[src/hw/rtl/lseu_pkg.sv]
// Shared types, constants and helpers for the logic/shift execute unit.
// No dependencies.
`default_nettype none

package lseu_pkg;

    localparam int REG_COUNT = 32;
    localparam int REG_AW    = $clog2(REG_COUNT);
    localparam int IDX_W     = 5;
    localparam int DATA_W    = 32;

    localparam logic [IDX_W:0] REG_LIMIT = (IDX_W + 1)'(REG_COUNT);

    // instruction codes as carried on the cmd port
    typedef enum logic [4:0] {
        CMD_OR      = 5'd0,
        CMD_ZXB     = 5'd1,
        CMD_ZXH     = 5'd2,
        CMD_TST     = 5'd3,
        CMD_AND     = 5'd4,
        CMD_NOT     = 5'd5,
        CMD_XOR     = 5'd6,
        CMD_SXH     = 5'd7,
        CMD_SXB     = 5'd8,
        CMD_SHL_IMM = 5'd9,
        CMD_SHR_IMM = 5'd10,
        CMD_SAR_IMM = 5'd11,
        CMD_ANDI    = 5'd12,
        CMD_ORI     = 5'd13,
        CMD_XORI    = 5'd14,
        CMD_SHL_REG = 5'd15,
        CMD_SHR_REG = 5'd16,
        CMD_SAR_REG = 5'd17,
        CMD_SHL_3R  = 5'd18,
        CMD_SHR_3R  = 5'd19,
        CMD_SAR_3R  = 5'd20,
        CMD_HSH     = 5'd21,
        CMD_HSW     = 5'd22,
        CMD_BSH     = 5'd23,
        CMD_BSW     = 5'd24
    } cmd_t;

    typedef struct packed {
        logic cy;
        logic ov;
        logic s;
        logic z;
    } flags_t;

    typedef struct packed {
        logic [DATA_W-1:0] value;
        logic [IDX_W-1:0]  index;
        logic              wr;
        logic              step4;
        flags_t            flags;
    } alu_res_t;

    function automatic logic in_range(input logic [IDX_W-1:0] idx);
        return {1'b0, idx} < REG_LIMIT;
    endfunction

endpackage

`default_nettype wire

[src/hw/rtl/lseu_regfile.sv]
// Register file: synchronous memory, two registered read ports, one write port.
// Per-entry valid bits give the all-zero reset value. Depends on lseu_pkg.
`default_nettype none

module lseu_regfile (
    input  wire logic                        clk,
    input  wire logic                        rst_n,
    input  wire logic [lseu_pkg::IDX_W-1:0]  rd_a_idx,
    input  wire logic [lseu_pkg::IDX_W-1:0]  rd_b_idx,
    output logic      [lseu_pkg::DATA_W-1:0] rd_a_data,
    output logic      [lseu_pkg::DATA_W-1:0] rd_b_data,
    input  wire logic                        wr_en,
    input  wire logic [lseu_pkg::IDX_W-1:0]  wr_idx,
    input  wire logic [lseu_pkg::DATA_W-1:0] wr_data
);
    import lseu_pkg::*;

    logic [DATA_W-1:0] mem [REG_COUNT];
    logic [REG_COUNT-1:0] valid_reg;
    logic [DATA_W-1:0] a_data_reg;
    logic [DATA_W-1:0] b_data_reg;
    logic a_hit_reg;
    logic b_hit_reg;

    // memory array, no reset
    always_ff @(posedge clk)
    begin
        if (wr_en)
        begin
            mem[wr_idx[REG_AW-1:0]] <= wr_data;
        end
        a_data_reg <= mem[rd_a_idx[REG_AW-1:0]];
        b_data_reg <= mem[rd_b_idx[REG_AW-1:0]];
    end

    always_ff @(posedge clk or negedge rst_n)
    begin
        if (!rst_n)
        begin
            valid_reg <= '0;
            a_hit_reg <= 1'b0;
            b_hit_reg <= 1'b0;
        end
        else
        begin
            if (wr_en)
            begin
                valid_reg[wr_idx[REG_AW-1:0]] <= 1'b1;
            end
            a_hit_reg <= in_range(rd_a_idx) && valid_reg[rd_a_idx[REG_AW-1:0]];
            b_hit_reg <= in_range(rd_b_idx) && valid_reg[rd_b_idx[REG_AW-1:0]];
        end
    end

    assign rd_a_data = a_hit_reg ? a_data_reg : '0;
    assign rd_b_data = b_hit_reg ? b_data_reg : '0;

endmodule

`default_nettype wire

[src/hw/rtl/lseu_alu.sv]
// Combinational datapath: logic ops, extensions, barrel shifts, swaps, flags.
// Depends on lseu_pkg.
`default_nettype none

module lseu_alu (
    input  wire logic [4:0]                  cmd,
    input  wire logic [lseu_pkg::IDX_W-1:0]  first_index,
    input  wire logic [lseu_pkg::IDX_W-1:0]  second_index,
    input  wire logic [lseu_pkg::IDX_W-1:0]  third_index,
    input  wire logic [15:0]                 immediate,
    input  wire logic [lseu_pkg::DATA_W-1:0] a,
    input  wire logic [lseu_pkg::DATA_W-1:0] b,
    input  wire lseu_pkg::flags_t            flags_in,
    output lseu_pkg::alu_res_t               res
);
    import lseu_pkg::*;

    function automatic flags_t zs_flags(input logic [DATA_W-1:0] v, input logic cy);
        flags_t f;
        f.cy = cy;
        f.ov = 1'b0;
        f.s  = v[DATA_W-1];
        f.z  = (v == '0);
        return f;
    endfunction

    logic [4:0]         sh_cnt;
    logic [DATA_W:0]    shl_w;
    logic [DATA_W:0]    shr_w;
    logic [DATA_W:0]    sar_w;
    logic signed [DATA_W:0] sar_src;
    logic [DATA_W-1:0]  ext_imm;
    logic [DATA_W-1:0]  hsw_v;
    logic [DATA_W-1:0]  bsh_v;
    logic [DATA_W-1:0]  bsw_v;
    cmd_t               op;

    assign op      = cmd_t'(cmd);
    assign ext_imm = {16'h0000, immediate};
    assign sh_cnt  = (op == CMD_SHL_IMM || op == CMD_SHR_IMM || op == CMD_SAR_IMM)
                     ? immediate[4:0] : a[4:0];

    // carry sits in the extra bit: top bit for left, bit 0 for right
    assign shl_w   = {1'b0, b} << sh_cnt;
    assign shr_w   = {b, 1'b0} >> sh_cnt;
    assign sar_src = {b, 1'b0};
    assign sar_w   = sar_src >>> sh_cnt;

    assign hsw_v = {b[15:0], b[31:16]};
    assign bsh_v = {b[23:16], b[31:24], b[7:0], b[15:8]};
    assign bsw_v = {b[7:0], b[15:8], b[23:16], b[31:24]};

    always_comb
    begin
        res.value = '0;
        res.index = '0;
        res.wr    = 1'b0;
        res.step4 = 1'b0;
        res.flags = flags_in;
        case (op)
            CMD_OR:
            begin
                res.value = b | a;
                res.index = second_index;
                res.wr    = 1'b1;
                res.flags = zs_flags(b | a, flags_in.cy);
            end
            CMD_ZXB:
            begin
                res.value = {24'h000000, a[7:0]};
                res.index = first_index;
                res.wr    = 1'b1;
            end
            CMD_ZXH:
            begin
                res.value = {16'h0000, a[15:0]};
                res.index = first_index;
                res.wr    = 1'b1;
            end
            CMD_TST:
            begin
                res.flags = zs_flags(b & a, flags_in.cy);
            end
            CMD_AND:
            begin
                res.value = b & a;
                res.index = second_index;
                res.wr    = 1'b1;
                res.flags = zs_flags(b & a, flags_in.cy);
            end
            CMD_NOT:
            begin
                res.value = ~a;
                res.index = second_index;
                res.wr    = 1'b1;
                res.flags = zs_flags(~a, flags_in.cy);
            end
            CMD_XOR:
            begin
                res.value = b ^ a;
                res.index = second_index;
                res.wr    = 1'b1;
                res.flags = zs_flags(b ^ a, flags_in.cy);
            end
            CMD_SXH:
            begin
                res.value = {{16{a[15]}}, a[15:0]};
                res.index = first_index;
                res.wr    = 1'b1;
            end
            CMD_SXB:
            begin
                res.value = {{24{a[7]}}, a[7:0]};
                res.index = first_index;
                res.wr    = 1'b1;
            end
            CMD_SHL_IMM, CMD_SHL_REG, CMD_SHL_3R:
            begin
                res.value = shl_w[DATA_W-1:0];
                res.flags = zs_flags(shl_w[DATA_W-1:0], shl_w[DATA_W]);
            end
            CMD_SHR_IMM, CMD_SHR_REG, CMD_SHR_3R:
            begin
                res.value = shr_w[DATA_W:1];
                res.flags = zs_flags(shr_w[DATA_W:1], shr_w[0]);
            end
            CMD_SAR_IMM, CMD_SAR_REG, CMD_SAR_3R:
            begin
                res.value = sar_w[DATA_W:1];
                res.flags = zs_flags(sar_w[DATA_W:1], sar_w[0]);
            end
            CMD_ANDI:
            begin
                res.value = a & ext_imm;
                res.flags = zs_flags(a & ext_imm, flags_in.cy);
            end
            CMD_ORI:
            begin
                res.value = a | ext_imm;
                res.flags = zs_flags(a | ext_imm, flags_in.cy);
            end
            CMD_XORI:
            begin
                res.value = a ^ ext_imm;
                res.flags = zs_flags(a ^ ext_imm, flags_in.cy);
            end
            CMD_HSH:
            begin
                res.value    = b;
                res.flags.cy = (b[15:0] == 16'h0000);
                res.flags.z  = (b[15:0] == 16'h0000);
                res.flags.s  = b[31];
                res.flags.ov = 1'b0;
            end
            CMD_HSW:
            begin
                res.value = hsw_v;
                res.flags = zs_flags(hsw_v,
                                     hsw_v[15:0] == 16'h0000 || hsw_v[31:16] == 16'h0000);
            end
            CMD_BSH:
            begin
                res.value    = bsh_v;
                res.flags.cy = (bsh_v[7:0] == 8'h00) || (bsh_v[15:8] == 8'h00);
                res.flags.z  = (bsh_v[15:0] == 16'h0000);
                res.flags.s  = bsh_v[31];
                res.flags.ov = 1'b0;
            end
            CMD_BSW:
            begin
                res.value = bsw_v;
                res.flags = zs_flags(bsw_v,
                                     bsw_v[7:0] == 8'h00 || bsw_v[15:8] == 8'h00 ||
                                     bsw_v[23:16] == 8'h00 || bsw_v[31:24] == 8'h00);
            end
            default:
            begin
                res.value = '0;
            end
        endcase

        // destination and format for the grouped forms
        case (op)
            CMD_SHL_IMM, CMD_SHR_IMM, CMD_SAR_IMM:
            begin
                res.index = second_index;
                res.wr    = 1'b1;
            end
            CMD_ANDI, CMD_ORI, CMD_XORI, CMD_SHL_REG, CMD_SHR_REG, CMD_SAR_REG:
            begin
                res.index = second_index;
                res.wr    = 1'b1;
                res.step4 = 1'b1;
            end
            CMD_SHL_3R, CMD_SHR_3R, CMD_SAR_3R, CMD_HSH, CMD_HSW, CMD_BSH, CMD_BSW:
            begin
                res.index = third_index;
                res.wr    = 1'b1;
                res.step4 = 1'b1;
            end
            default:
            begin
                res.step4 = 1'b0;
            end
        endcase
    end

endmodule

`default_nettype wire

[src/hw/rtl/logic_shift_execute_unit.sv]
// Top level of the logic/shift execute unit: control, flags, PC, result register.
// Depends on lseu_pkg, lseu_regfile and lseu_alu.
//
// Usage:
//   Input channel (in_valid / in_stall) carries one decoded instruction per
//   transaction: cmd, first_index, second_index, third_index, immediate.
//   Output channel (out_valid / out_stall) returns exactly one transaction per
//   input: write_value, write_enable, write_index, the four flags and next_pc.
//   Timing: the register file is a synchronous memory with registered reads.
//   The cycle of acceptance issues both operand reads; the next cycle computes
//   and, unless the result register is held, writes the destination back and
//   loads the result register, whose outputs then show the result. The unit
//   takes no new transaction while one is in the execute slot. in_stall stays
//   high while an instruction is between read and write-back, so no two
//   accesses to the same register overlap.
//   Receiver stall: the result register holds while out_stall is high; a second
//   instruction may then wait in the execute slot, re-reading its operands each
//   cycle, and in_stall stays high until the result register frees up.
//   Reset (rst_n low, asynchronous): flags and PC clear, all registers read as
//   zero through per-entry valid bits; no clearing pass, ready right away.
`default_nettype none

module logic_shift_execute_unit (
    input  wire logic        clk,
    input  wire logic        rst_n,
    input  wire logic        in_valid,
    output logic             in_stall,
    input  wire logic [4:0]  cmd,
    input  wire logic [4:0]  first_index,
    input  wire logic [4:0]  second_index,
    input  wire logic [4:0]  third_index,
    input  wire logic [15:0] immediate,
    output logic             out_valid,
    input  wire logic        out_stall,
    output logic [31:0]      write_value,
    output logic             write_enable,
    output logic [4:0]       write_index,
    output logic             flag_carry,
    output logic             flag_overflow,
    output logic             flag_sign,
    output logic             flag_zero,
    output logic [31:0]      next_pc
);
    import lseu_pkg::*;

    // execute slot: instruction whose operands are being read
    logic              ex_valid_reg;
    logic [4:0]        ex_cmd_reg;
    logic [IDX_W-1:0]  ex_first_reg;
    logic [IDX_W-1:0]  ex_second_reg;
    logic [IDX_W-1:0]  ex_third_reg;
    logic [15:0]       ex_imm_reg;

    // architectural state outside the memory
    flags_t            flags_reg;
    logic [DATA_W-1:0] pc_reg;
    logic [DATA_W-1:0] pc_next;

    // result register
    logic              out_valid_reg;
    logic [DATA_W-1:0] out_value_reg;
    logic              out_we_reg;
    logic [IDX_W-1:0]  out_idx_reg;
    flags_t            out_flags_reg;
    logic [DATA_W-1:0] out_pc_reg;

    logic              accept;
    logic              retire;
    logic              rf_we;
    logic [IDX_W-1:0]  rd_a_idx;
    logic [IDX_W-1:0]  rd_b_idx;
    logic [DATA_W-1:0] op_a;
    logic [DATA_W-1:0] op_b;
    alu_res_t          alu_res;

    assign in_stall = ex_valid_reg;
    assign accept   = in_valid && !ex_valid_reg;
    // result register is free or being emptied this cycle
    assign retire   = ex_valid_reg && (!out_valid_reg || !out_stall);

    // a waiting instruction keeps its own read addresses
    assign rd_a_idx = ex_valid_reg ? ex_first_reg  : first_index;
    assign rd_b_idx = ex_valid_reg ? ex_second_reg : second_index;

    assign rf_we   = retire && alu_res.wr && in_range(alu_res.index);
    assign pc_next = pc_reg + {29'd0, alu_res.step4, !alu_res.step4, 1'b0};

    lseu_regfile u_regfile (
        .clk       (clk),
        .rst_n     (rst_n),
        .rd_a_idx  (rd_a_idx),
        .rd_b_idx  (rd_b_idx),
        .rd_a_data (op_a),
        .rd_b_data (op_b),
        .wr_en     (rf_we),
        .wr_idx    (alu_res.index),
        .wr_data   (alu_res.value)
    );

    lseu_alu u_alu (
        .cmd          (ex_cmd_reg),
        .first_index  (ex_first_reg),
        .second_index (ex_second_reg),
        .third_index  (ex_third_reg),
        .immediate    (ex_imm_reg),
        .a            (op_a),
        .b            (op_b),
        .flags_in     (flags_reg),
        .res          (alu_res)
    );

    // control and architectural state
    always_ff @(posedge clk or negedge rst_n)
    begin
        if (!rst_n)
        begin
            ex_valid_reg  <= 1'b0;
            out_valid_reg <= 1'b0;
            flags_reg     <= '0;
            pc_reg        <= '0;
        end
        else
        begin
            if (accept)
            begin
                ex_valid_reg <= 1'b1;
            end
            else if (retire)
            begin
                ex_valid_reg <= 1'b0;
            end

            if (retire)
            begin
                out_valid_reg <= 1'b1;
                flags_reg     <= alu_res.flags;
                pc_reg        <= pc_next;
            end
            else if (!out_stall)
            begin
                out_valid_reg <= 1'b0;
            end
        end
    end

    // payload registers
    always_ff @(posedge clk)
    begin
        if (accept)
        begin
            ex_cmd_reg    <= cmd;
            ex_first_reg  <= first_index;
            ex_second_reg <= second_index;
            ex_third_reg  <= third_index;
            ex_imm_reg    <= immediate;
        end
        if (retire)
        begin
            out_value_reg <= alu_res.value;
            out_we_reg    <= rf_we;
            out_idx_reg   <= alu_res.index;
            out_flags_reg <= alu_res.flags;
            out_pc_reg    <= pc_next;
        end
    end

    assign out_valid     = out_valid_reg;
    assign write_value   = out_value_reg;
    assign write_enable  = out_we_reg;
    assign write_index   = out_idx_reg;
    assign flag_carry    = out_flags_reg.cy;
    assign flag_overflow = out_flags_reg.ov;
    assign flag_sign     = out_flags_reg.s;
    assign flag_zero     = out_flags_reg.z;
    assign next_pc       = out_pc_reg;

endmodule

`default_nettype wire

[config.mk]
export PLATFORM = sky130hd
export DESIGN_NAME = logic_shift_execute_unit
export DESIGN_NICKNAME = d
export VERILOG_FILES = /design/src/hw/rtl/lseu_pkg.sv /design/src/hw/rtl/lseu_regfile.sv /design/src/hw/rtl/lseu_alu.sv /design/src/hw/rtl/logic_shift_execute_unit.sv
export SDC_FILE = /design/constraint.sdc
export NUM_CORES = 2
export LEC_CHECK = 0
export BUFFER_PORTS_ARGS = -buffer_cell sky130_fd_sc_hd__buf_2
export CAP_MARGIN = 25
export CORE_MARGIN = 8
export CORE_UTILIZATION = 35
export CTS_BUF_LIST = sky130_fd_sc_hd__clkbuf_8
export DETAILED_ROUTE_END_ITERATION = 16
export RECOVER_POWER = 25
export SLEW_MARGIN = 15
export SYNTH_ARGS = -nofsm -noshare
export SYNTH_HDL_FRONTEND = slang
export SYNTH_SLANG_ARGS = --single-unit
[constraint.sdc]
create_clock -name clk -period 5.93 [get_ports clk]
set_input_delay 0.2965 -clock clk [delete_from_list [all_inputs] [get_ports clk]]
set_output_delay 0.2965 -clock clk [all_outputs]
set_load 0.02 [all_outputs]
## Yosys cells after proc, flatten, opt, wreduce, memory -nomap -nowiden

Memory sizes are Yosys's and may differ from the RTL's. A register that Yosys moved wholly into a read port is not among the register bits.
Cells that the tools add are included.

- Bits in registers: 182
- Memory bits (writable): 1024
- Logic and storage cells: 133
- Memories kept: 1

Memories:

| memory | words | bits a word | read ports | clocked after memory_dff | write ports | line | source |
|---|---|---|---|---|---|---|---|
| u_regfile.mem | 32 | 32 | 2 | 2 | 1 | lseu_regfile.sv:18 | `logic [DATA_W-1:0] mem [REG_COUNT];` |

- $add $sub $neg: 1
- Order comparisons: 4
- Equal/unequal tests: 25
- Shift-type cells: 3
- Mux-type cells: 22
- Bitwise gates (word level): 8
- Reductions and logical operators: 46

Operators with widths:

| cell | count |
|---|---|
| 32-bit case mux with 18 select lines | 1 |
| 32-bit logical NOT | 12 |
| 32-bit two-way mux | 2 |
| 32-bit bitwise OR | 2 |
| 4-bit case mux with 14 select lines | 1 |
| 16-bit logical NOT | 3 |
| 5-bit == test, second input constant | 9 |
| 5-bit by 4-bit == test with 1-bit output, second input constant | 8 |
| 32-bit by 5-bit << shifter with 33-bit output | 1 |
| 33-bit by 5-bit right shift with 33-bit output | 1 |
| 33-bit by 5-bit >>> shifter with 33-bit output | 1 |
| 32-bit by 3-bit adder with 32-bit output | 1 |
| 32-bit by 16-bit bitwise AND with 32-bit output | 1 |
| 32-bit bitwise AND | 1 |
| 8-bit logical NOT | 4 |
| 32-bit inverter | 1 |
| 32-bit by 16-bit bitwise OR with 32-bit output | 1 |
| 32-bit by 16-bit XOR with 32-bit output | 1 |
| 32-bit XOR | 1 |
| 6-bit case mux with 2 select lines | 2 |
| 5-bit by 3-bit == test with 1-bit output, second input constant | 4 |
| 5-bit by 6-bit < comparator with 1-bit output, second input constant | 3 |
| 5-bit two-way mux | 3 |
| 13-bit OR reduction | 1 |
| other kinds (17) | 44 |

## Logic depth before layout (Yosys ltp)

- Word-level depth: 9
- Depth in mapped cells: 19
- Depth with buffers taken out: 17

## By module

Synthesis repeated with hierarchy kept, for this count alone.

- Cell total of the unflattened synthesis: 5626
- Area, all modules: 67818.8 sq um

By module, submodules not included:

| module | times used | cells each | area each (sq um) | seq. area each (sq um) |
|---|---|---|---|---|
| lseu_regfile | 1 | 3664 | 52173.8 | 32881.5 |
| lseu_alu | 1 | 1598 | 9920.8 | 0.0 |
| logic_shift_execute_unit | 1 | 364 | 5724.2 | 4199.0 |

## Worst setup path after synthesis

OpenSTA, ideal clock, no wires.

- Path kind: register to register
- Start point: register ex_cmd_reg[0]
- End point: memory u_regfile.mem[29][0], enable pin
- Arrival: 5.430 ns
- Required time: 5.426 ns
- Slack: -0.004 ns
- Cell stages (with the launch flop): 11
- Path buffers: 3
- Period minus slack after synthesis: 5.934 ns
- Cells stage by stage: edfxtp_1 or2_0 buf_2 buf_2 nor2_1 a21oi_1 nor2_1 clkbuf_1 a22oi_1 and2_1 nor4_1

- Cells in the longest elaborated chain, start to end: 7
- Elaborated cells on any way between the ends: 33

Ends and longest elaborated chain:

| item | line | source |
|---|---|---|
| from (decl) | logic_shift_execute_unit.sv:48 | `logic [4:0] ex_cmd_reg;` |
| from (signal assigned) | logic_shift_execute_unit.sv:151 | `ex_cmd_reg <= cmd;` |
| 5-bit by 1-bit == test with 1-bit output, or another cell as far along | lseu_alu.sv:60 | `case (op)` |
| 4-bit OR reduction (no line) | -- |  |
| 6-bit case mux with 2 select lines | lseu_alu.sv:60 |  |
| 6-bit case mux with 2 select lines (*) | lseu_alu.sv:183 | `case (op)` |
| 1-bit logical AND | logic_shift_execute_unit.sv:85 | `assign rf_we = retire && alu_res.wr && in_range(alu_res.index);` |
| 1-bit two-way mux | lseu_regfile.sv:28 | `if (wr_en)` |
| 1-bit two-way mux (not written as such) | lseu_regfile.sv:30 | `mem[wr_idx[REG_AW-1:0]] <= wr_data;` |
| to (decl) | lseu_regfile.sv:18 |  |

Every way passes the cells marked *; elsewhere a longest branch is shown, timed or not.

==> impl_metrics.toml <==
[worst_setup_path]
path_common_cell = "clkbuf_1"
cp-start-kind = "flop"
critPathKind = "flop to flop"
endpoint_kind = "flop"
crit_chain = "or2_0, nor2_1, a21oi_1, nor2_1, clkbuf_1, a221o_1, buf_4, nand3_1, clkbuf_1, nor2_4, clkbuf_1"
slowest_stage = "clkbuf_1"
cp_max_fo = 23
critPathArrivalTime_ps = 6160
crit_path_max_incr_delay_ps = 1180
worst_ep_required_time_ps = 6450

[placement]
dp_hpwl_mm = 200
io_buffers = 114
gp_congestion = 1.08

[final_layout]
nets = 5498
largest_register_ffs = 1024
drive_above_1_share_pct = 23.8
syn2layout_area_growth_pct = 15.4
post-route-util_pct = 40.7
nFillCells = 17600

[power_and_ir_drop]
power_density_nw_per_um2 = 546
intPower_mw = 22.5
vdd.ir_drop.worst_mv = 0.333
power_frac_seq_pct = 31.7
combPwrFrac_pct = 51.5
swShare_pct = 46.1
clkPwrFrac_pct = 16.8
p_sw_mw = 19.3
leakage_nw = 26.8

[timing]
rsz0062_at_grt = "false"
clock_skew_ps = 91.9
setup_viol = 0
period_share_pct = 95.1
hold_viol_final = 0
clock.fmax_mhz = 177
setup_tns_ps = 0
min_period_ps = 5640
max_slew_margin_pct = -126
hold_ws_ps = 108
slew_viol_final = 274
worst_pin_slew_ps = 3390

[drt]
avgRoutedWirePerCell_um = 36.6
vias_per_cell = 6.36
drcViolationCount = 0
drt_iter0_drc = 7098
vias = 51100
wirelength_mm = 294
first_pass_iters = 8
ant_nets = 0

[logic_synthesis]
synth_edf_count = 1133
yosys_most_used_dff = "edfxtp_1"
syn_area_per_cell_um2 = 13.2
synth_top_area_share_pct = 51.3
synth_area_leaders = "edfxtp_1 51%, mux4_2 18%, nand2_1 4.7%"
syn_inst = 5004
synthArstFlopShare_pct = 5.60
netlist_area_um2 = 66300
synth_nets = 5143
ys_warn_count = 0
synth_top_area_cell = "edfxtp_1"
ys_ff_latch = 1268
yosys.cell_types.count = 94
yosysSeqAreaShare_pct = 55.9

[global_routing]
grt_max_degree = 106
grt_pass1_wl_mm = 403
antenna_found_initial = 27
grt_util_all_layers_pct = 27.9
grt_pass1_vias = 49900
overflow = 0

[clocking]
cts_tree = "done"
numCtsBuffers = 196
clock_latency_ps = 970
clock_path_buffers = 3
post-cts-setup-buffer-count = 0
cts.reportedPaths.clkPinSlew_ps = 60
clock-root-buffer = "clkbuf_8"
cts.sink_count = 1268
htreeDepth = 4

[floorplan]
die_area_um2 = 204000
start_util_pct = 35.3
ios = 116
die_w_um = 451
coreArea_um2 = 188000
fp.dieH_um = 451
rows = 159

[min_path]
worstHoldPathType = "primary input to flop"

[outcome]
outcome = "finished, violations left"
violations = "max-capacitance violations, max-slew violations"

[run]
max_cap_violations = 8
cell families after synthesis:
kind of cell,after synthesis,share of synthesized area [%]
buffers and inverters,468,2.78
other,1,0.00566
muxes,589,18.9
adders and majority gates,99,1.88
and+or+nand+nor,1718,11.6
AOI/OAI and AO/OA,803,8.13
xor gates and xnor gates,58,0.766
DFF,1268,55.9
placed cells by master, fill, tap and decap left out, types with 153 or more instances in the layout:
cell type	Yosys	final
edfxtp_1	1133	1133
nand2_1	822	822
mux4_2	531	531
nand3_1	409	409
buf_4	3	282
clkbuf_8	0	216
o21ai_0	197	190
nor2_1	212	181
inv_1	93	172
a21oi_1	153	153
stage by stage:
step	cell area (um^2)	setup slack (ps)	power, mW	instances
after floorplan	66300	1110	24.0	5004
after global placement	72600	-173	34.4	7608
after detailed placement	72700	592	34.4	7615
after CTS	76800	567	41.4	8016
after global routing	76500	138	42.9	8023
final	76500	288	41.8	8028
path summary, 6_finish.rpt:
check                         startpoint                      end  depth (start not counted)  slack (ps)
max in group asynchronous          rst_n      u_regfile.b_hit_reg                          4        2030
setup reg to reg           ex_cmd_reg[1]     u_regfile.mem[9][15]                         11         290
hold / removal              immediate[4]            ex_imm_reg[4]                          2         110
setup / recovery           ex_cmd_reg[1]     u_regfile.mem[9][15]                         11         290
hold reg to reg             flags_reg[1]             flags_reg[1]                          2         480
min in group asynchronous          rst_n  u_regfile.valid_reg[22]                          4        1260
cell type report:
type                            instances  area (um^2)  share of cell area (%)
Clock buffer                          216         2970                    3.89
Timing Repair Buffer                  530         4260                    5.56
Multi-Input combinational cell       3268        27900                    36.5
Clock inverter                        144          713                   0.933
Antenna cell                           12         30.0                  0.0393
Tap cell                             2495         3120                    4.08
Sequential cell                      1268        37100                    48.5
Inverter                               95          358                   0.468
power by group through the flow:
stage | Combinational, mW | Clock (mW) | Sequential, mW
finish | 21.5 | 7.01 | 13.3
global route | 22.1 | 7.48 | 13.3
CTS | 21.1 | 7.11 | 13.2
detailed placement | 21.0 | 0 | 13.4
global placement | 21.1 | 0 | 13.3
floorplan | 10.8 | 0 | 13.2
critical path: cells and delay by family, from the launching register on:
family,cells,cell delay (ps)
simple gates,5,1560
compound gates,2,530
flops,1,690
buf+inv,4,2440
cells in the mapped netlist (38+ instances only):
cell,number
dfrtp_1,71
clkbuf_1,207
ha_1,98
mux4_2,531
buf_2,46
inv_1,93
nor4_1,49
o22ai_1,94
nand2_1,822
edfxtp_1,1133
or2_2,41
nor3_1,53
a21oi_1,153
o21ai_0,197
nand3_1,409
mux2i_1,46
buf_1,115
nor2_1,212
dfxtp_1,64
nand4_1,54
o211ai_1,38
repair_timing:
action / 4_1_cts / 5_1_grt
hold endpoints to repair: 111 / 0
resized for setup: 0 / 0
hold buffers: 41 / 0
metal layers:
metal | part of all wire, % | routed length, um | global-route usage (%)
met1 | 38 | 111000 | 35.9
met2 | 45 | 131000 | 42.9
met3 | 11 | 31500 | 7.10
met4 | 6.8 | 20100 | 16.0
met5 | 0.021 | 62 | 0
(Power assumes the default switching activity.)
